### config.mk
export PLATFORM = sky130hd
export DESIGN_NAME = dmdtlb_queue
export DESIGN_NICKNAME = d
export VERILOG_FILES = /design/src/design/direct_mapped_data_tlb_top_macros.svh /design/src/design/dmdtlb_pkg.sv /design/src/design/dmdtlb_queue.sv
export SDC_FILE = /design/constraint.sdc
export NUM_CORES = 1
export LEC_CHECK = 0
export BUFFER_PORTS_ARGS = -buffer_cell sky130_fd_sc_hd__clkbuf_2
export CELL_PAD_IN_SITES_DETAIL_PLACEMENT = 1
export CELL_PAD_IN_SITES_GLOBAL_PLACEMENT = 1
export CORE_AREA = 2 2 173 175
export CTS_CLUSTER_DIAMETER = 150
export DETAILED_ROUTE_END_ITERATION = 10
export DIE_AREA = 0 0 175 177
export PLACE_DENSITY = 0.65
export SYNTH_ARGS = -nofsm -noshare
export SYNTH_HDL_FRONTEND = slang
export SYNTH_SLANG_ARGS = --single-unit
### constraint.sdc
create_clock -name clk -period 7.01 [get_ports clk]
set_input_delay 0.3505 -clock clk [delete_from_list [all_inputs] [get_ports clk]]
set_output_delay 0.3505 -clock clk [all_outputs]
set_load 0.02 [all_outputs]
### src/design/direct_mapped_data_tlb_top_macros.svh
// Assertion macros used by the back end of the translation buffer.
`ifndef DIRECT_MAPPED_DATA_TLB_TOP_MACROS_SVH
`define DIRECT_MAPPED_DATA_TLB_TOP_MACROS_SVH

// Condition that must hold at every clock edge outside reset.
`define DMDTLB_ASSERT_ALWAYS(label, cond, msg) \
    label: assert property (@(posedge clk) disable iff (!rst_n) (cond)) else $error(msg);

// Consequence that must hold in the cycle after the antecedent.
`define DMDTLB_ASSERT_NEXT(label, ante, cons, msg) \
    label: assert property (@(posedge clk) disable iff (!rst_n) (ante) |=> (cons)) else $error(msg);

`endif

### src/design/dmdtlb_pkg.sv
// Package with the shared types and constants of the data translation buffer.
`timescale 1ns / 1ps
package dmdtlb_pkg;

    localparam int VADDR_W     = 64;
    localparam int PTE_W       = 64;
    localparam int VA_LIMIT_W  = 49;
    localparam int PAGE_SHIFT  = 12;
    localparam int PAGE_BITS   = VA_LIMIT_W - PAGE_SHIFT;
    localparam int WALK_PAGE_W = 35;
    localparam int PERM_W      = 3;
    localparam int QUEUE_DEPTH = 2;
    localparam int QUEUE_PTR_W = $clog2(QUEUE_DEPTH);
    localparam int QUEUE_CNT_W = $clog2(QUEUE_DEPTH + 1);

    localparam logic [VA_LIMIT_W-1:0] VA_LIMIT_RESET = 49'h0_8000_0000_0000;

    localparam logic [1:0] OP_LOOKUP = 2'd0;
    localparam logic [1:0] OP_FILL   = 2'd1;
    localparam logic [1:0] OP_FLUSH  = 2'd2;

    localparam logic [1:0] ACC_READ  = 2'd0;
    localparam logic [1:0] ACC_STORE = 2'd1;
    localparam logic [1:0] ACC_FETCH = 2'd2;

    localparam logic [1:0] ST_OK    = 2'd0;
    localparam logic [1:0] ST_MISS  = 2'd1;
    localparam logic [1:0] ST_TRANS = 2'd2;
    localparam logic [1:0] ST_PERM  = 2'd3;

    localparam logic [PERM_W-1:0] NEED_R = 3'b001;
    localparam logic [PERM_W-1:0] NEED_W = 3'b010;
    localparam logic [PERM_W-1:0] NEED_X = 3'b100;

    typedef enum logic [1:0] {
        CMD_LOOKUP,
        CMD_FILL,
        CMD_FLUSH,
        CMD_REPLY
    } cmd_kind_t;

    typedef enum logic [1:0] {
        B_IDLE,
        B_LOOKUP,
        B_SWEEP
    } back_state_t;

    typedef struct packed {
        cmd_kind_t              kind;
        logic [1:0]             status;
        logic [PERM_W-1:0]      need;
        logic [PAGE_BITS-1:0]   page;
        logic [PAGE_SHIFT-1:0]  offset;
        logic [PTE_W-1:0]       pte;
    } cmd_t;

    typedef struct packed {
        logic [1:0]             status;
        logic [VADDR_W-1:0]     host_addr;
        logic [WALK_PAGE_W-1:0] walk_page;
    } res_t;

    typedef struct packed {
        logic init_busy;
    } back_status_t;

endpackage

### src/design/dmdtlb_queue.sv
// Short command queue between the front end and the back end.
`timescale 1ns / 1ps
module dmdtlb_queue (
    input  logic                 clk,
    input  logic                 rst_n,
    input  logic                 push,
    input  dmdtlb_pkg::cmd_t     push_cmd,
    input  logic                 pop,
    output logic                 full,
    output logic                 not_empty,
    output dmdtlb_pkg::cmd_t     head
);

    dmdtlb_pkg::cmd_t                     entries_reg [dmdtlb_pkg::QUEUE_DEPTH];
    logic [dmdtlb_pkg::QUEUE_PTR_W-1:0]   wr_ptr_reg;
    logic [dmdtlb_pkg::QUEUE_PTR_W-1:0]   rd_ptr_reg;
    logic [dmdtlb_pkg::QUEUE_CNT_W-1:0]   count_reg;
    logic [dmdtlb_pkg::QUEUE_CNT_W-1:0]   count_next;

    assign full      = (count_reg == dmdtlb_pkg::QUEUE_CNT_W'(dmdtlb_pkg::QUEUE_DEPTH));
    assign not_empty = (count_reg != '0);
    assign head      = entries_reg[rd_ptr_reg];

    always_comb
    begin
        count_next = count_reg;
        if (push && !pop)
        begin
            count_next = count_reg + dmdtlb_pkg::QUEUE_CNT_W'(1);
        end
        else if (pop && !push)
        begin
            count_next = count_reg - dmdtlb_pkg::QUEUE_CNT_W'(1);
        end
    end

    always_ff @(posedge clk or negedge rst_n)
    begin
        if (!rst_n)
        begin
            wr_ptr_reg <= '0;
            rd_ptr_reg <= '0;
            count_reg  <= '0;
        end
        else
        begin
            count_reg <= count_next;
            if (push)
            begin
                wr_ptr_reg <= wr_ptr_reg + dmdtlb_pkg::QUEUE_PTR_W'(1);
            end
            if (pop)
            begin
                rd_ptr_reg <= rd_ptr_reg + dmdtlb_pkg::QUEUE_PTR_W'(1);
            end
        end
    end

    always_ff @(posedge clk)
    begin
        if (push)
        begin
            entries_reg[wr_ptr_reg] <= push_cmd;
        end
    end

endmodule

==> results.py, run 1 <==
metrics = {
    "floorplan": {
        "ios": 246,
        "start_util_pct": 30.3,
        "rows": 63,
        "die_h_um": 177,
        "die_w_um": 175,
        "coreArea_sq_um": 29200,
        "dieArea_sq_um": 31000,
    },
    "detailed_routing": {
        "vias": 4739,
        "vias_per_cell": 4.27,
        "drt-total-wl_um": 19400,
        "wl_per_cell_um": 17.4,
        "drc": 0,
        "antenna_left": 0,
        "drtPass1Iterations": 4,
        "drtIter0Drc": 229,
    },
    "pwr": {
        "powerDensity_nw_per_um2": 410,
        "power_frac_clock_pct": 27.8,
        "p_sw_uw": 1540,
        "power_frac_comb_pct": 29.2,
        "seq_power_share_pct": 43.0,
        "leakagePower_uw": 0.00448,
        "ir_drop_mv": 0.372,
        "netSwitchingFraction_pct": 31.7,
        "p_int_uw": 3310,
    },
    "yosys": {
        "syn_inst": 389,
        "synth_area_per_cell_sq_um": 22.8,
        "synth_area_leader_cell": "edfxtp_1",
        "synth.distinct_cells": 14,
        "synth_warnings": 0,
        "seq_area_frac_synth_pct": 82.4,
        "yosysTopAreaCellShare_pct": 81.2,
        "netlist_area_sq_um": 8870,
        "synth_nets": 514,
        "synth_area_leaders": "edfxtp_1 (81%), mux2_2 (15%), buf_6 (1.1%), dfrtp_1 (1.1%), xor2_1 (0.39%)",
        "ys_ff_latch": 244,
    },
    "place": {
        "gp_congestion": 0.712,
        "port_buffers": 245,
        "post-dp-hpwl_um": 12600,
        "dp.cells": 1015,
        "place_area_sq_um": 10500,
    },
    "worst_setup_path": {
        "worst_path_max_delay_cell": "dfrtp_4",
        "rr_worst_depth": 3,
        "critPathArrivalTime_ps": 2870,
        "reg2reg_setup_slack_ps": 4180,
        "path_cells": "buf_4 -> mux2_2 -> clkbuf_2",
        "cp_max_fo": 70,
        "regToRegStartpoint": "wr_ptr_reg",
        "cp-startpoint": "rd_ptr_reg",
        "critPathKind": "flip-flop to output port",
        "cp_slowest_stage_delay_ps": 1020,
        "r2r-end": "entries_reg[0][11]",
        "cp-start-kind": "flip-flop",
        "cp.required_ps": 6660,
        "end_kind": "output port",
    },
    "timing": {
        "hold_violations": 0,
        "drv_slew": 0,
        "post-route-min-period_ps": 3220,
        "rsz0062_at_grt": "false",
        "fin_tns_setup_ps": 0,
        "fin_hold_ws_ps": 25.6,
        "max_slew_margin_pct": 32.8,
        "clock.fmax_ghz": 0.311,
        "post-route-period-util_pct": 45.9,
        "worst_pin_slew_ps": 1010,
        "finClkSkew_ps": 10.8,
        "setup_violations": 0,
    },
    "grt": {
        "grt_pass1_vias": 5387,
        "grt.total_usage_pct": 12.1,
        "antenna_found_initial": 0,
        "grt_max_degree": 71,
        "overflow": 0,
        "grt_pass1_wl_um": 29500,
    },
    "clock_network": {
        "insertion_delay_ps": 530,
        "cts_buffers": 26,
        "h-tree-depth": 1,
        "ctsLongestPathBuffers": 3,
        "clock-root-buffer": "clkbuf_16",
        "tritoncts": "yes",
        "clock-sinks": 244,
        "post-cts-setup-buffers": 0,
        "clk_pin_slew_worst_paths_ps": 60,
    },
    "final_layout": {
        "final-instance-count-excl-fill": 1111,
        "fin_area_sq_um": 11800,
        "nFillCells": 2907,
        "nets": 827,
        "largest_reg_flops": 240,
        "diodes": 0,
        "drive_above_1_share_pct": 56.9,
        "area_growth_pct": 33.5,
        "fin_util_pct": 40.5,
    },
    "outcome": {
        "outcome": "complete, no violations",
    },
    "min_path": {
        "worstHoldPathCells": 1,
        "whs_endpoint": "entries_reg[1][21]",
        "hp-start": "push_cmd[21]",
        "hp-class": "input pin to flip-flop",
    },
    "job": {
        "maxCapViolCount": 0,
    },
}
-- cells in the mapped netlist --
library cell / number
xnor2_1: 1
and2_1: 1
ha_1: 1
or2_2: 1
buf_6: 9
mux2_2: 120
buf_2: 3
edfxtp_1: 240
inv_1: 1
nor2_1: 1
dfrtp_1: 4
xor2_1: 4
nor2b_1: 2
buf_4: 1
-- cell families after synthesis --
kind of cell | Yosys count | share of synthesized area, %
flip-flops | 244 | 82.4
XOR/XNOR | 5 | 0.494
buffers and inverters | 14 | 1.44
multiplexers | 120 | 15.2
AND/OR/NAND/NOR | 5 | 0.324
adder cells (fa/ha/maj) | 1 | 0.141
-- power groups by stage --
stage	combinational, uW	sequential [uW]	clock [uW]
finish	1420	2090	1350
global route	1520	2130	1450
CTS	1450	2100	1400
detailed placement	1420	2120	0
global placement	1400	2100	0
floorplan	1070	2050	0
-- stage by stage --
| step | power [uW] | setup WS (ps) |
|---|---|---|
| floorplan | 3120 | 688 |
| global placement | 3500 | 4110 |
| detailed placement | 3550 | 3980 |
| CTS | 4940 | 3690 |
| finish | 4860 | 3790 |
| global route | 5100 | 3550 |
-- what timing repair did --
item / CTS / global route
gates resized for setup: 0 / 0
endpoints found under the hold margin: 97 / 1
hold buffers: 48 / 1
-- how the worst max path moves through the flow --
stage | endpoint | depth (start not counted) | slack, ps
floorplan | entries_reg[0][0] | 1 | 690
global placement | entries_reg[0][80] | 4 | 4110
detailed placement | entries_reg[0][80] | 4 | 3980
CTS | head[15] | 3 | 3690
global route | head[49] | 3 | 3550
finish | head[12] | 3 | 3790
-- per-layer routing --
layer	vias to the layer above	share of wire [%]	track usage (%)
li1	2178	-	-
met1	2352	38	13.8
met2	166	53	22.1
met3	43	6.2	3.16
met4	0	2.8	4.03
met5	-	0	0
-- layout by cell type (no fill, tap or decap) --
| master | n |
|---|---|
| xor2_1 | 4 |
| dlygate4sd3_1 | 49 |
| clkbuf_16 | 27 |
| nor2b_1 | 1 |
| clkinv_2 | 5 |
| clkinvlp_4 | 1 |
| ha_1 | 1 |
| dfrtp_1 | 3 |
| clkinv_4 | 1 |
| clkinv_1 | 7 |
| mux2_2 | 120 |
| bufinv_16 | 3 |
| edfxtp_1 | 240 |
| clkbuf_2 | 245 |
| and2_4 | 1 |
| xnor2_1 | 1 |
| nor2_1 | 1 |
| buf_4 | 4 |
| clkbuf_1 | 3 |
| or2_2 | 1 |
| nor2b_4 | 1 |
| dfrtp_4 | 1 |
| inv_1 | 1 |
-- layout make-up --
| class | count | area, sq um | area share, % |
|---|---|---|---|
| timing repair buffer | 298 | 1750 | 14.8 |
| tap | 390 | 488 | 4.12 |
| clock buffer | 30 | 687 | 5.80 |
| clock inverter | 17 | 158 | 1.33 |
| inverter | 1 | 3.75 | 0.0317 |
| sequential | 244 | 7310 | 61.7 |
| multi-input combinational | 131 | 1450 | 12.2 |
-- critical path: cells and delay by family, from the launching register on --
kind	cells	cell delay (ps)
multiplexers	1	430
buffers and inverters	2	840
flip-flops	1	1020
(Power assumes the default switching activity.)
==> run 2, diff against run 1 <==
==> constraint.sdc (replaced) <==
create_clock -name clk -period 3.3 [get_ports clk]
set_input_delay 0.165 -clock clk [delete_from_list [all_inputs] [get_ports clk]]
set_output_delay 0.165 -clock clk [all_outputs]
set_load 0.02 [all_outputs]
==> results.py, run 2 (synthesis gave the netlist of run 1 again) <==
metrics = {
    "place": {
        "port_buffers": 245,
        "gp_congestion": 0.747,
        "place_area_sq_um": 10600,
        "post-dp-hpwl_um": 13300,
    },
    "pwr": {
        "leakagePower_uw": 0.00478,
        "total_power_uw": 10300,
        "powerDensity_nw_per_um2": 819,
        "ir_drop_mv": 0.496,
    },
    "floorplan": {
        "ios": 246,
        "die_w_um": 175,
        "rows": 63,
        "die_h_um": 177,
        "dieArea_sq_um": 31000,
        "start_util_pct": 30.3,
        "coreArea_sq_um": 29200,
    },
    "worst_setup_path": {
        "cp_max_fo": 27,
        "critPathKind": "flip-flop to output port",
        "end_kind": "output port",
        "cp-start-kind": "flip-flop",
        "critPathArrivalTime_ps": 2210,
        "cp.required_ps": 3130,
    },
    "timing": {
        "post-route-min-period_ps": 2370,
        "finClkSkew_ps": 15.3,
        "worst_pin_slew_ps": 1010,
        "fin_hold_ws_ps": 373,
        "fin_tns_setup_ps": 0,
        "post-route-period-util_pct": 71.9,
        "clock.fmax_ghz": 0.421,
        "max_slew_margin_pct": 32.9,
        "drv_slew": 0,
        "rsz0062_at_grt": "false",
        "hold_violations": 0,
        "setup_violations": 0,
    },
    "grt": {
        "grt_pass1_wl_um": 32200,
        "grt_max_degree": 73,
        "antenna_found_initial": 0,
        "grt_pass1_vias": 5822,
        "grt.total_usage_pct": 13.3,
        "overflow": 0,
    },
    "clock_network": {
        "post-cts-setup-buffers": 0,
        "clock-root-buffer": "clkbuf_16",
        "insertion_delay_ps": 530,
        "clk_pin_slew_worst_paths_ps": 60,
        "ctsLongestPathBuffers": 3,
        "tritoncts": "yes",
        "cts_buffers": 26,
        "h-tree-depth": 1,
        "clock-sinks": 244,
    },
    "outcome": {
        "outcome": "complete, no violations",
    },
    "detailed_routing": {
        "vias": 5081,
        "wl_per_cell_um": 17.7,
        "drc": 0,
        "drtPass1Iterations": 4,
        "drt-total-wl_um": 21100,
        "vias_per_cell": 4.27,
        "antenna_left": 0,
        "drtIter0Drc": 248,
    },
    "final_layout": {
        "diodes": 0,
        "final_common_cell": "clkbuf_2",
        "fin_area_sq_um": 12600,
        "nets": 906,
        "nFillCells": 2875,
        "area_growth_pct": 41.9,
        "drive_above_1_share_pct": 51.3,
        "largest_reg_flops": 240,
        "final_cell_mix": "clkbuf_2 (245), edfxtp_1 (240), dlygate4sd3_1 (125)",
    },
    "min_path": {
        "hp-class": "input pin to flip-flop",
    },
    "job": {
        "maxCapViolCount": 0,
    },
}
## run 2: what timing repair did
| item | in CTS | in global routing |
|---|---|---|
| hold buffers | 125 | 0 |
| gates resized for setup | 0 | 0 |
| hold endpoints to repair | 246 | 0 |
## run 2: final timing paths
kind	to	slack [ps]	depth (start not counted)	start
setup / recovery	head[108]	930	3	rd_ptr_reg
hold / removal	entries_reg[1][29]	370	2	push_cmd[29]
setup reg to reg	entries_reg[1][110]	1420	2	wr_ptr_reg
hold reg to reg	count_reg[1]	490	1	count_reg[1]
max in group asynchronous	rd_ptr_reg	1990	4	rst_n
min in group asynchronous	wr_ptr_reg	600	3	rst_n
## run 2: area by class of cell
class	count	area [sq um]	share of cell area, %
inverters	1	3.75	0.0298
clock buffers	33	698	5.55
repair buffers	377	2550	20.3
multi-input cells	131	1450	11.5
well taps	390	488	3.88
clock inverters	13	87.6	0.696
flip-flops and latches	244	7310	58.1
## run 2: per-layer routing
metal / routed length (um) / global-route usage (%)
met1: 8090 / 14.7
met2: 11200 / 25.4
met3: 1260 / 3.48
met4: 501 / 3.37
met5: 0 / 0
## run 2: worst max-delay path: stages (launching register included)
cell and delay (ps):
dfrtp_4 700, buf_4 410, mux2_2 390, clkbuf_2 160
## run 2: per-stage QoR
stage	setup WS, ps	std cells	util [%]
6_report	926	1189	43.0
3_3_place_gp	1480	1018	36.1
4_1_cts	857	1189	43.0
2_1_floorplan	672	389	-
5_1_grt	813	1189	43.0
3_5_place_dp	1380	1018	36.1
## run 2: report_power, final
part / leakage, uW / switching, uW / internal (uW)
registers: 0.00230 / 231 / 4120
logic: 0.00211 / 1950 / 1300
clock network: 0.000379 / 1140 / 1560
