--- config.mk ---
export PLATFORM = sky130hd
export DESIGN_NAME = dmdtlb_front_flat
export DESIGN_NICKNAME = d
export VERILOG_FILES = /design/src/design/direct_mapped_data_tlb_top_macros.svh /design/src/design/dmdtlb_pkg.sv /design/src/design/dmdtlb_req_if.sv /design/src/design/dmdtlb_front.sv /design/src/flat_wrapper.sv
export SDC_FILE = /design/constraint.sdc
export NUM_CORES = 1
export LEC_CHECK = 0
export BUFFER_PORTS_ARGS = -buffer_cell sky130_fd_sc_hd__buf_2
export CAP_MARGIN = 30
export CORE_AREA = 2 2 119 121
export CTS_BUF_LIST = sky130_fd_sc_hd__clkbuf_16
export CTS_CLUSTER_SIZE = 25
export DETAILED_ROUTE_END_ITERATION = 7
export DIE_AREA = 0 0 121 123
export HOLD_SLACK_MARGIN = 0.06
export PLACE_DENSITY = 0.73
export SETUP_SLACK_MARGIN = 0.4
export SLEW_MARGIN = 20
export SYNTH_ARGS = -nofsm -noshare
export SYNTH_HDL_FRONTEND = slang
export SYNTH_SLANG_ARGS = --single-unit
--- constraint.sdc ---
create_clock -name clk -period 3.2 [get_ports clk]
set_input_delay 0.64 -clock clk [delete_from_list [all_inputs] [get_ports clk]]
set_output_delay 0.64 -clock clk [all_outputs]
set_load 0.005 [all_outputs]
--- src/design/direct_mapped_data_tlb_top_macros.svh ---
// Assertion macros used by the back end of the translation buffer.
`ifndef DIRECT_MAPPED_DATA_TLB_TOP_MACROS_SVH
`define DIRECT_MAPPED_DATA_TLB_TOP_MACROS_SVH

// Condition that must hold at every clock edge outside reset.
`define DMDTLB_ASSERT_ALWAYS(label, cond, msg) \
    label: assert property (@(posedge clk) disable iff (!rst_n) (cond)) else $error(msg);

// Consequence that must hold in the cycle after the antecedent.
`define DMDTLB_ASSERT_NEXT(label, ante, cons, msg) \
    label: assert property (@(posedge clk) disable iff (!rst_n) (ante) |=> (cons)) else $error(msg);

`endif

--- src/design/dmdtlb_pkg.sv ---
// Package with the shared types and constants of the data translation buffer.
`timescale 1ns / 1ps
package dmdtlb_pkg;

    localparam int VADDR_W     = 64;
    localparam int PTE_W       = 64;
    localparam int VA_LIMIT_W  = 49;
    localparam int PAGE_SHIFT  = 12;
    localparam int PAGE_BITS   = VA_LIMIT_W - PAGE_SHIFT;
    localparam int WALK_PAGE_W = 35;
    localparam int PERM_W      = 3;
    localparam int QUEUE_DEPTH = 2;
    localparam int QUEUE_PTR_W = $clog2(QUEUE_DEPTH);
    localparam int QUEUE_CNT_W = $clog2(QUEUE_DEPTH + 1);

    localparam logic [VA_LIMIT_W-1:0] VA_LIMIT_RESET = 49'h0_8000_0000_0000;

    localparam logic [1:0] OP_LOOKUP = 2'd0;
    localparam logic [1:0] OP_FILL   = 2'd1;
    localparam logic [1:0] OP_FLUSH  = 2'd2;

    localparam logic [1:0] ACC_READ  = 2'd0;
    localparam logic [1:0] ACC_STORE = 2'd1;
    localparam logic [1:0] ACC_FETCH = 2'd2;

    localparam logic [1:0] ST_OK    = 2'd0;
    localparam logic [1:0] ST_MISS  = 2'd1;
    localparam logic [1:0] ST_TRANS = 2'd2;
    localparam logic [1:0] ST_PERM  = 2'd3;

    localparam logic [PERM_W-1:0] NEED_R = 3'b001;
    localparam logic [PERM_W-1:0] NEED_W = 3'b010;
    localparam logic [PERM_W-1:0] NEED_X = 3'b100;

    typedef enum logic [1:0] {
        CMD_LOOKUP,
        CMD_FILL,
        CMD_FLUSH,
        CMD_REPLY
    } cmd_kind_t;

    typedef enum logic [1:0] {
        B_IDLE,
        B_LOOKUP,
        B_SWEEP
    } back_state_t;

    typedef struct packed {
        cmd_kind_t              kind;
        logic [1:0]             status;
        logic [PERM_W-1:0]      need;
        logic [PAGE_BITS-1:0]   page;
        logic [PAGE_SHIFT-1:0]  offset;
        logic [PTE_W-1:0]       pte;
    } cmd_t;

    typedef struct packed {
        logic [1:0]             status;
        logic [VADDR_W-1:0]     host_addr;
        logic [WALK_PAGE_W-1:0] walk_page;
    } res_t;

    typedef struct packed {
        logic init_busy;
    } back_status_t;

endpackage

--- src/design/dmdtlb_req_if.sv ---
// Request channel interface: one transaction per lookup, fill or flush.
`timescale 1ns / 1ps
interface dmdtlb_req_if;
    logic                             valid;
    logic                             ready;
    logic [1:0]                       opcode;
    logic [dmdtlb_pkg::VADDR_W-1:0]   vaddr;
    logic [1:0]                       access_kind;
    logic [dmdtlb_pkg::PTE_W-1:0]     walked_entry;

    modport source (output valid, opcode, vaddr, access_kind, walked_entry, input ready);
    modport sink   (input valid, opcode, vaddr, access_kind, walked_entry, output ready);
endinterface

--- src/design/dmdtlb_front.sv ---
// Front end: takes request transactions, holds the address limit and classifies each request.
`timescale 1ns / 1ps
module dmdtlb_front (
    input  logic                                 clk,
    input  logic                                 rst_n,
    dmdtlb_req_if.sink                           req,
    input  logic                                 cfg_wr_en,
    input  logic [dmdtlb_pkg::VA_LIMIT_W-1:0]    cfg_wr_data,
    input  logic                                 q_full,
    input  dmdtlb_pkg::back_status_t             back_status,
    output logic                                 q_push,
    output dmdtlb_pkg::cmd_t                     q_cmd
);

    logic [dmdtlb_pkg::VA_LIMIT_W-1:0] va_limit_reg;
    logic [dmdtlb_pkg::VADDR_W-1:0]    va_s;
    logic [dmdtlb_pkg::PERM_W-1:0]     need;
    logic                              out_of_range;

    always_ff @(posedge clk or negedge rst_n)
    begin
        if (!rst_n)
        begin
            va_limit_reg <= dmdtlb_pkg::VA_LIMIT_RESET;
        end
        else if (cfg_wr_en)
        begin
            va_limit_reg <= cfg_wr_data;
        end
    end

    assign req.ready = !q_full && !back_status.init_busy;
    assign q_push    = req.valid && req.ready;

    always_comb
    begin
        case (req.access_kind)
            dmdtlb_pkg::ACC_STORE: need = dmdtlb_pkg::NEED_W;
            dmdtlb_pkg::ACC_FETCH: need = dmdtlb_pkg::NEED_X;
            default:               need = dmdtlb_pkg::NEED_R;
        endcase

        // The top byte carries a pointer tag except on instruction fetches.
        if (req.access_kind == dmdtlb_pkg::ACC_FETCH)
        begin
            va_s = req.vaddr;
        end
        else
        begin
            va_s = {8'h00, req.vaddr[55:0]};
        end

        out_of_range = (va_s[dmdtlb_pkg::VADDR_W-1:dmdtlb_pkg::VA_LIMIT_W] != '0)
                    || (va_s[dmdtlb_pkg::VA_LIMIT_W-1:0] >= va_limit_reg);

        q_cmd.status = dmdtlb_pkg::ST_OK;
        q_cmd.need   = need;
        q_cmd.page   = va_s[dmdtlb_pkg::VA_LIMIT_W-1:dmdtlb_pkg::PAGE_SHIFT];
        q_cmd.offset = va_s[dmdtlb_pkg::PAGE_SHIFT-1:0];
        q_cmd.pte    = req.walked_entry;

        case (req.opcode)
            dmdtlb_pkg::OP_FLUSH:
            begin
                q_cmd.kind = dmdtlb_pkg::CMD_FLUSH;
            end
            dmdtlb_pkg::OP_LOOKUP:
            begin
                if (out_of_range)
                begin
                    q_cmd.kind   = dmdtlb_pkg::CMD_REPLY;
                    q_cmd.status = dmdtlb_pkg::ST_TRANS;
                end
                else
                begin
                    q_cmd.kind = dmdtlb_pkg::CMD_LOOKUP;
                end
            end
            dmdtlb_pkg::OP_FILL:
            begin
                // An unmapped entry faults and is never cached.
                if (out_of_range || req.walked_entry == '0)
                begin
                    q_cmd.kind   = dmdtlb_pkg::CMD_REPLY;
                    q_cmd.status = dmdtlb_pkg::ST_TRANS;
                end
                else
                begin
                    q_cmd.kind = dmdtlb_pkg::CMD_FILL;
                end
            end
            default:
            begin
                q_cmd.kind = dmdtlb_pkg::CMD_REPLY;
            end
        endcase
    end

endmodule

--- src/flat_wrapper.sv ---
// flat-port wrapper written by rule: the top's interface ports become plain ports
module dmdtlb_front_flat 
  (clk, rst_n, cfg_wr_en, cfg_wr_data, q_full, back_status, q_push, q_cmd, req_valid, req_opcode, req_vaddr, req_access_kind, req_walked_entry, req_ready);
  dmdtlb_req_if req_i ();
  input  logic clk;
  input  logic rst_n;
  input  logic cfg_wr_en;
  input  logic [dmdtlb_pkg::VA_LIMIT_W-1:0] cfg_wr_data;
  input  logic q_full;
  input  dmdtlb_pkg::back_status_t back_status;
  output logic q_push;
  output dmdtlb_pkg::cmd_t q_cmd;
  input wire logic [$bits(req_i.valid)-1:0] req_valid;
  input wire logic [$bits(req_i.opcode)-1:0] req_opcode;
  input wire logic [$bits(req_i.vaddr)-1:0] req_vaddr;
  input wire logic [$bits(req_i.access_kind)-1:0] req_access_kind;
  input wire logic [$bits(req_i.walked_entry)-1:0] req_walked_entry;
  output wire logic [$bits(req_i.ready)-1:0] req_ready;
  assign req_i.valid = req_valid;
  assign req_i.opcode = req_opcode;
  assign req_i.vaddr = req_vaddr;
  assign req_i.access_kind = req_access_kind;
  assign req_i.walked_entry = req_walked_entry;
  assign req_ready = req_i.ready;
  dmdtlb_front u_core (.clk(clk), .rst_n(rst_n), .req(req_i), .cfg_wr_en(cfg_wr_en), .cfg_wr_data(cfg_wr_data), .q_full(q_full), .back_status(back_status), .q_push(q_push), .q_cmd(q_cmd));
endmodule
==> reports/results.ini, run 1 <==
[clocking]
numCtsBuffers=5
clkTransAtPathRegs_ns=0.06
clock-root-buffer=clkbuf_16
cts_tree=yes
hold_buffers=0
clkSinkCount=49
clockBufferDepth=2
insertion_delay_ns=0.28
htreeDepth=2

[global_routing]
antenna_found_initial=3
grt_use_met1_pct=17.3
grt_max_degree=46
grt_overflow=0
grt_pass1_vias=3844
grt_pass1_wl_um=19300
use_met2_pct=33.7
grt_use_met3_pct=3.74
grt.busiest_layer=met2
grt.total_usage_pct=17.2

[yosys]
synthFlopType=dfrtp_1
synth_edf_count=0
synthTopCellsByCount=buf_4, nand2_1, o21ai_0, ha_1, inv_1
synthCells=485
synth_compound_area_share_pct=11.6
synthMuxAreaShare_pct=0.279
synth_area_leaders=dfrtp_1, buf_4, ha_1
ys_ff_latch=49
synth_fa_ha_area_share_pct=16.1
synth_xor_xnor_area_share_pct=0
avgSynthCellArea_um2=8.33
synth_top_family_by_area=buffers and inverters
ys_types=31
yosys_warnings=0
syn-num-nets=724
yosysMostFrequentCell=buf_4
ys_async_sr_fraction_pct=100
synth_top_area_share_pct=29.7
yosys.area_share.simple_pct=14.6
ys_seq_area_share_pct=30.4
yosys.area.top_type=dfrtp_1
syn-cell-area_um2=4040

[floorplan]
rows=43
die_h_um=123
die-area_um2=14900
core_region_area_um2=13600
initial_core_util_pct=29.7
ioPinCount=309
die_w_um=121

[drt]
drt_iter0_drc=109
routed_wl_um=13600
drt-pass1-iter-count=4
via_per_inst=4.52
wl_per_cell_um=15.6
ant_nets=0
drc=0
vias=3939

[timing]
slew_violations=0
rsz0062_at_grt=yes
finalCriticalPeriod_ns=3.16
fmax_mhz=317
hold_violations=0
worst_pin_slew_ns=0.724
setup_viol=0
slew_headroom_pct=51.7
finalSetupTns_ns=0
skew_ns=0
post-route-period-util_pct=98.6

[setup_path]
start_kind=input pin
critPathArrivalTime_ns=2.52
path_class=in2out
worstPathRequired_ns=2.56
reg2regPathDepth=2
crit_fanout=3
endpoint_kind=output pin

[place]
hpwlAfterDp_um=12100
place_congestion=0.813
io_buffers=307

[finish]
regArea_um2=1230
drive_gt1_share_pct=50.7
largest_reg_flops=49
area_delta_synth_final_pct=31.3
layout.nets=926
fillers=1395
multi_input_area_um2=1860
post-route-util_pct=39.0

[job]
maxCapViolations=0

[power_and_ir_drop]
leakage_nw=2.91
power_density_nw_per_um2=331
ir_drop_mv=0.176

[run_status]
status=completed

[min_path]
worstHoldPathType=in2async

-- layout make-up --
cell class                      instances  area share [%]
Antenna cell                            3           0.141
Clock buffer                            5            2.36
Clock inverter                          3           0.236
Inverter                               52            3.68
Multi-Input combinational cell        259            35.1
Sequential cell                        49            23.1
Tap cell                              180            4.24
Timing Repair Buffer                  320            31.1
-- final timing paths --
| kind | from | end | slack, ns |
|---|---|---|---|
| max | req_vaddr[22] | q_cmd[119] | 0.04 |
| min reg2reg | u_core.va_limit_reg[0] | u_core.va_limit_reg[0] | 0.52 |
| min | rst_n | u_core.va_limit_reg[36] | 0.32 |
| min in group clk | u_core.va_limit_reg[0] | u_core.va_limit_reg[0] | 0.52 |
| max in group asynchronous | rst_n | u_core.va_limit_reg[47] | 2.08 |
| max reg2reg | u_core.va_limit_reg[47] | u_core.va_limit_reg[47] | 2.41 |
-- routing by layer --
| layer | part of all wire, % | up-vias |
|---|---|---|
| met5 | 0 | - |
| met4 | 3.4 | 0 |
| met2 | 54 | 172 |
| met3 | 6.5 | 26 |
| met1 | 36 | 1812 |
| li1 | - | 1929 |
-- cells in the final DEF (no fill, tap or decap), types with 3 or more instances in the layout --
cell	instances
a211oi_1	5
a21oi_1	14
a21oi_2	3
buf_2	305
buf_4	13
clkbuf_16	5
dfrtp_1	48
diode_2	3
ha_1	45
ha_4	6
inv_1	50
nand2_1	63
nand3_1	4
nand4_1	12
nor2_1	6
nor4_1	19
o21ai_0	55
-- where the power goes --
| group | leakage [nW] | internal [mW] | switching, mW | total [mW] |
|---|---|---|---|---|
| sequential | 0.593 | 0.675 | 0.0144 | 0.689 |
| combinational | 2.25 | 0.266 | 0.291 | 0.557 |
| clock | 0.0687 | 0.283 | 0.227 | 0.510 |
| total | 2.91 | 1.22 | 0.532 | 1.76 |
-- per-stage QoR --
step	cells	total power, mW	cell area, µm²	hold WS (ns)	setup slack, ns
final	871	1.76	5310	0.316	0.0446
after floorplan	485	1.02	4050	0.344	0.404
after detailed placement	858	1.24	4990	0.507	-0.00741
after CTS	868	1.77	5190	0.329	0.0128
after global routing	869	1.90	5300	0.357	-0.0884
after global placement	858	1.22	4990	0.501	0.0520
-- critical path, cell delays in order --
cell       delay [ns]
buf_8            0.10
ha_4             0.22
a21o_1           0.15
a21o_1           0.21
a2111oi_4        0.29
o22ai_1          0.13
a311oi_1         0.26
and4_4           0.32
nand3b_4         0.08
buf_6            0.11
-- timing repair --
item	4_1_cts	5_1_grt
cloned	0	0
setup endpoints to repair	3	3
setup buffers	2	0
gates resized for setup	7	16
pin swaps	9	9
-- cells by family (layout without fill, tap and decap cells) --
family / after synthesis / count (layout)
mux: 1 / 1
fa+ha+maj: 52 / 52
buf+inv: 177 / 380
other cells: 1 / 4
compound gates: 85 / 85
simple gates: 120 / 120
flops: 49 / 49
Power figures use the tool's default switching activity.
==> run 2, diff against run 1 <==
--- a/config.mk
+++ b/config.mk
@@ -13,7 +13,6 @@
 export DETAILED_ROUTE_END_ITERATION = 7
 export DIE_AREA = 0 0 121 123
 export HOLD_SLACK_MARGIN = 0.06
-export PLACE_DENSITY = 0.73
 export SETUP_SLACK_MARGIN = 0.4
 export SLEW_MARGIN = 20
 export SYNTH_ARGS = -nofsm -noshare
==> run 2 against run 1 <==
  * Worst setup slack worse by 0.063 ns
  * Worst hold slack lost 0.0077 ns
  * The run now ends with setup timing left
  * Sequential cell count unchanged
  * Critical endpoint unchanged
  * Largest cell class unchanged
  * Register-to-register slack worse by 0.06 ns
  * Fmax fell by 2.0%
==> reports/results.ini, run 2 (synthesized netlist as in run 1, its figures left out) <==
[run_status]
status=finished, violations left
failed_checks=setup timing

[power_and_ir_drop]
leakage_nw=2.95  ; +1.3%
ir_drop_mv=0.178  ; +1.1%
power_density_nw_per_um2=335  ; +1.2%

[drt]
via_per_inst=4.39  ; -3.0%
drt_iter0_drc=183  ; +68%
ant_nets=0  ; unchanged
drt-pass1-iter-count=4  ; unchanged
met2WireLength_um=6500  ; -11%
drc=0  ; unchanged
wl_met3_um=966  ; +8.9%
top_layer=met4
vias=3842  ; -2.5%
met1_length_um=5980  ; +22%
routed_wl_um=13600  ; about the same
wl_per_cell_um=15.5  ; -0.63%

[place]
hpwlAfterDp_um=11900  ; -1.5%
dp.cells=867  ; +1.0%
place_congestion=0.835  ; +2.6%
io_buffers=307  ; unchanged

[clocking]
clkSinkCount=49  ; unchanged
cts_setup_buffers=0  ; -2
cts_tree=yes
clockBufferDepth=2  ; unchanged
htreeDepth=2  ; unchanged
numCtsBuffers=5  ; unchanged
hold_buffers=0  ; unchanged
insertion_delay_ns=0.28  ; about the same
clkTransAtPathRegs_ns=0.07  ; about the same
clock-root-buffer=clkbuf_16

[floorplan]
die_w_um=121  ; unchanged
die-area_um2=14900  ; unchanged
core_region_area_um2=13600  ; unchanged
initial_core_util_pct=29.7  ; unchanged
die_h_um=123  ; unchanged
ioPinCount=309  ; unchanged
rows=43  ; unchanged

[setup_path]
r2r-end=u_core.va_limit_reg[47]
crit_fanout=3  ; unchanged
reg2regPathDepth=2  ; unchanged
start_kind=input pin
worstPathRequired_ns=2.56  ; about the same
critPathArrivalTime_ns=2.58  ; +0.06 ns
cpMostUsedCell=buf_6
endpoint_kind=output pin
path_class=in2out
r2r-start=u_core.va_limit_reg[47]
slowest_stage=a2111oi_4
crit_chain=buf_6 -> ha_4 -> a21o_1 -> a21o_1 -> a2111oi_4 -> o22ai_1 -> a311oi_2 -> and4_4 -> buf_6 -> nand3b_4 -> buf_6
reg2reg_slack_ns=2.35  ; -0.06 ns
critPathTopFamily=compound AO/OA/AOI/OAI gates
critPathMaxStageDelay_ns=0.32  ; about the same
worst-path-buf-inv=3  ; +1

[timing]
finalCriticalPeriod_ns=3.22  ; +0.0631 ns
fmax_mhz=311  ; -2.0%
hold_violations=0  ; unchanged
worst_pin_slew_ns=0.752  ; +0.0282 ns
slew_violations=0  ; unchanged
rsz0062_at_grt=yes
post-route-period-util_pct=101  ; +2.0 points
setup_viol=1  ; +1
slew_headroom_pct=49.9  ; -1.9 points
fin_ws_ns=-0.0186  ; -0.0631 ns
skew_ns=0  ; unchanged
finalSetupTns_ns=-0.0186  ; -0.0186 ns

[finish]
drive_gt1_share_pct=51.2  ; +0.50 points
layout_common_cells=buf_2, nand2_1, o21ai_0
largest_reg_flops=49  ; unchanged
fillers=1426  ; +2.2%
layout.nets=933  ; +0.76%
stdcell_count=876  ; +0.57%
area_delta_synth_final_pct=33.0
mostFrequentLayoutCell=buf_2

[global_routing]
grt.total_usage_pct=16.9  ; -0.33 points
grt_max_degree=47  ; +2.2%
antenna_found_initial=2  ; -1
grt_pass1_vias=3515  ; -8.6%
grt_overflow=0  ; unchanged
grt_pass1_wl_um=19000  ; -1.6%

[job]
maxCapViolations=0  ; unchanged

[min_path]
worstHoldPathType=in2async

-- run 2: cell count changes in the layout (fill, tap and decap cells not counted), sizes merged --
cell      delta
buf          +7
inv          +1
clkinv       -2
clkinvlp     +1
diode        -2
-- run 2: worst reg2reg max path: stages, from the launching register on --
cell,delay (ns)
dfstp_2,0.53
inv_2,0.05
o21ai_0,0.19
-- run 2: final cells by class --
cell class / instances / area [µm²] / area share [%]
well taps: 180 / 225 / 4.19
clock inverters: 3 / 20.0 / 0.373
repair buffers: 327 / 1720 / 31.9
diodes: 1 / 2.50 / 0.0466
inverters: 52 / 195 / 3.63
multi-input cells: 259 / 1860 / 34.7
clock buffers: 5 / 125 / 2.33
flip-flops and latches: 49 / 1230 / 22.8
-- run 2: metal layers --
layer,vias to the layer above,GRT usage (%)
met3,12,3.00
met5,-,0
li1,1942,-
met4,0,2.69
met1,1718,23.5
met2,170,28.0
-- run 2: how the worst max path moves through the flow --
stage / start / endpoint / slack [ns] / depth (start not counted)
detailed placement: req_vaddr[31] / q_cmd[117] / -0.26 / 10
finish: req_vaddr[22] / q_cmd[119] / -0.02 / 11
CTS: u_core.va_limit_reg[22] / q_cmd[119] / -0.20 / 11
floorplan: req_vaddr[22] / q_cmd[119] / 0.40 / 8
global route: req_vaddr[22] / q_cmd[119] / -0.12 / 11
global placement: req_vaddr[31] / q_cmd[117] / -0.18 / 10
-- run 2: repair_timing --
action,in CTS,in global routing
pin swaps,9,11
gates cloned,0,0
endpoints found under the setup margin,3,3
resized for setup,7,16
-- run 2: metrics by stage --
stage | hold WS [ns] | worst slack [ns] | util (%) | total power, mW | cell area, µm²
6_report | 0.309 | -0.0186 | 39.5 | 1.80 | 5370
5_1_grt | 0.343 | -0.121 | 39.5 | 1.93 | 5370
4_1_cts | 0.324 | -0.203 | 38.7 | 1.80 | 5260
3_5_place_dp | 0.506 | -0.256 | 37.3 | 1.25 | 5070
3_3_place_gp | 0.497 | -0.179 | 37.3 | 1.25 | 5070
2_1_floorplan | 0.344 | 0.404 | - | 1.02 | 4050
-- run 2: where the power goes --
| part | internal (mW) | switching [mW] | leakage [nW] | total, mW |
|---|---|---|---|---|
| registers | 0.674 | 0.0141 | 0.593 | 0.688 |
| clock network | 0.291 | 0.249 | 0.0679 | 0.540 |
| logic | 0.277 | 0.295 | 2.29 | 0.572 |
| total | 1.24 | 0.558 | 2.95 | 1.80 |
==> run 3, diff against run 2 <==
==> constraint.sdc (replaced) <==
create_clock -name clk -period 3.7 [get_ports clk]
set_input_delay 0.74 -clock clk [delete_from_list [all_inputs] [get_ports clk]]
set_output_delay 0.74 -clock clk [all_outputs]
set_load 0.005 [all_outputs]
==> run 3 against run 2 <==
  * The flow now finishes without violations
  * Die area unchanged
  * Clock power decreased by 0.9%
  * Combinational power decreased by 13%
  * Routed wire length increased by 8.3%
  * Largest power group unchanged
  * Highest routed layer unchanged
==> reports/results.ini, run 3 (synthesized netlist as in run 1, its figures left out) <==
[run_status]
status=completed

[min_path]
worstHoldPathType=in2async

[clocking]
clockBufferDepth=2  ; unchanged
clkSinkCount=49  ; unchanged
clkTransAtPathRegs_ns=0.07  ; about the same
clock-root-buffer=clkbuf_16
htreeDepth=2  ; unchanged
insertion_delay_ns=0.29  ; about the same
cts_tree=yes
numCtsBuffers=5  ; unchanged

[finish]
largest_reg_flops=49  ; unchanged
drive_gt1_share_pct=51.3  ; +0.093 points
area_delta_synth_final_pct=33.3
mostFrequentLayoutCell=buf_2
layout_common_cells=buf_2, nand2_1, o21ai_0
layout.nets=922  ; -1.2%

[setup_path]
path_class=in2out
start_kind=input pin
crit_fanout=3  ; unchanged
critPathArrivalTime_ns=2.56  ; -0.02 ns
endpoint_kind=output pin
worstPathRequired_ns=2.96  ; +0.40 ns

[global_routing]
grt_overflow=0  ; unchanged
grt_pass1_vias=3748  ; +6.6%
grt_max_degree=66  ; +40%
grt_pass1_wl_um=20600  ; +8.6%
antenna_found_initial=6  ; +4
grt.total_usage_pct=18.7  ; +1.8 points

[timing]
setup_viol=0  ; -1
slew_violations=0  ; unchanged
rsz0062_at_grt=yes
skew_ns=0  ; unchanged
fmax_mhz=303
whs_ns=0.477  ; +0.168 ns
hold_violations=0  ; unchanged
slew_headroom_pct=53.6  ; +3.8 points
finalSetupTns_ns=0  ; +0.0186 ns
worst_pin_slew_ns=0.696  ; -0.0563 ns
post-route-period-util_pct=89.1
finalCriticalPeriod_ns=3.30

[power_and_ir_drop]
leakage_nw=2.92  ; -0.89%
power_density_nw_per_um2=302  ; -9.9%
ir_drop_mv=0.217  ; +22%

[place]
io_buffers=307  ; unchanged
hpwlAfterDp_um=12700  ; +7.1%
place_congestion=0.876  ; +4.9%

[floorplan]
initial_core_util_pct=29.7  ; unchanged
rows=43  ; unchanged
die-area_um2=14900  ; unchanged
die_h_um=123  ; unchanged
ioPinCount=309  ; unchanged
die_w_um=121  ; unchanged
core_region_area_um2=13600  ; unchanged

[drt]
via_per_inst=4.53  ; +3.3%
drc=0  ; unchanged
drt-pass1-iter-count=4  ; unchanged
routed_wl_um=14700  ; +8.3%
ant_nets=0  ; unchanged
wl_per_cell_um=16.9  ; +9.4%
vias=3927  ; +2.2%
drt_iter0_drc=108  ; -41%

[job]
maxCapViolations=0  ; unchanged

[run 3: cell count changes in the layout (fill, tap and decap cells not counted), moves of 2 or more]
cell	before	now
inv_1	50	52
ha_1	46	41
diode_2	1	3
a21oi_2	1	3
buf_4	18	8
ha_4	5	10
[run 3: what timing repair did]
action	4_1_cts	5_1_grt
hold buffers	0	0
resized for setup	15	15
buffers inserted	3	3
setup endpoints to repair	3	3
pin swaps	13	11
[run 3: layout make-up]
| type | instances | area, µm² |
|---|---|---|
| fillers | 1449 | 8230 |
| multi-input cells | 259 | 1930 |
| inverters | 52 | 195 |
| flip-flops and latches | 49 | 1230 |
| clock inverters | 3 | 42.5 |
| diodes | 3 | 7.51 |
| repair buffers | 316 | 1630 |
| clock buffers | 5 | 125 |
| well taps | 180 | 225 |
[run 3: critical path: stages]
cell and delay, ns:
buf_6 0.10, ha_4 0.20, a21o_1 0.15, a21o_1 0.18, a2111oi_4 0.32, o22ai_1 0.14, a311oi_2 0.22, and4_4 0.31
nand3b_4 0.08, buf_6 0.12
[run 3: per-stage QoR]
| step | setup slack, ns | power (mW) | instances | utilization (%) | area [µm²] |
|---|---|---|---|---|---|
| 5_1_grt | 0.273 | 1.74 | 866 | 39.5 | 5380 |
| 6_report | 0.402 | 1.62 | 867 | 39.6 | 5390 |
| 4_1_cts | 0.319 | 1.62 | 861 | 38.5 | 5240 |
| 2_1_floorplan | 0.584 | 0.885 | 485 | - | 4040 |
| 3_5_place_dp | 0.0423 | 1.06 | 850 | 36.3 | 4940 |
| 3_3_place_gp | 0.122 | 1.06 | 850 | 36.3 | 4940 |
[run 3: metal layers]
layer  track usage [%]  part of all wire, %  up-vias  wire length [µm]
li1                  -                    -     1921                 -
met1              22.0                   39     1808              5710
met2              33.8                   51      179              7510
met3              4.70                  7.7       19              1120
met4              4.87                  2.2        0               330
met5                 0                    0        -                 0
[run 3: path summary, 6_finish.rpt]
check,depth (start not counted),slack (ns),to,from
setup / recovery,10,0.40,q_cmd[119],req_vaddr[22]
hold / removal,1,0.48,u_core.va_limit_reg[4],rst_n
setup reg to reg,3,2.80,u_core.va_limit_reg[47],u_core.va_limit_reg[47]
hold reg to reg,1,0.52,u_core.va_limit_reg[0],u_core.va_limit_reg[0]
max in group asynchronous,2,2.47,u_core.va_limit_reg[29],rst_n
min in group clk,1,0.52,u_core.va_limit_reg[0],u_core.va_limit_reg[0]
[run 3: power breakdown]
group	total, mW	internal (mW)	switching [mW]
clock network	0.535	0.318	0.216
logic	0.495	0.236	0.259
registers	0.596	0.583	0.0123
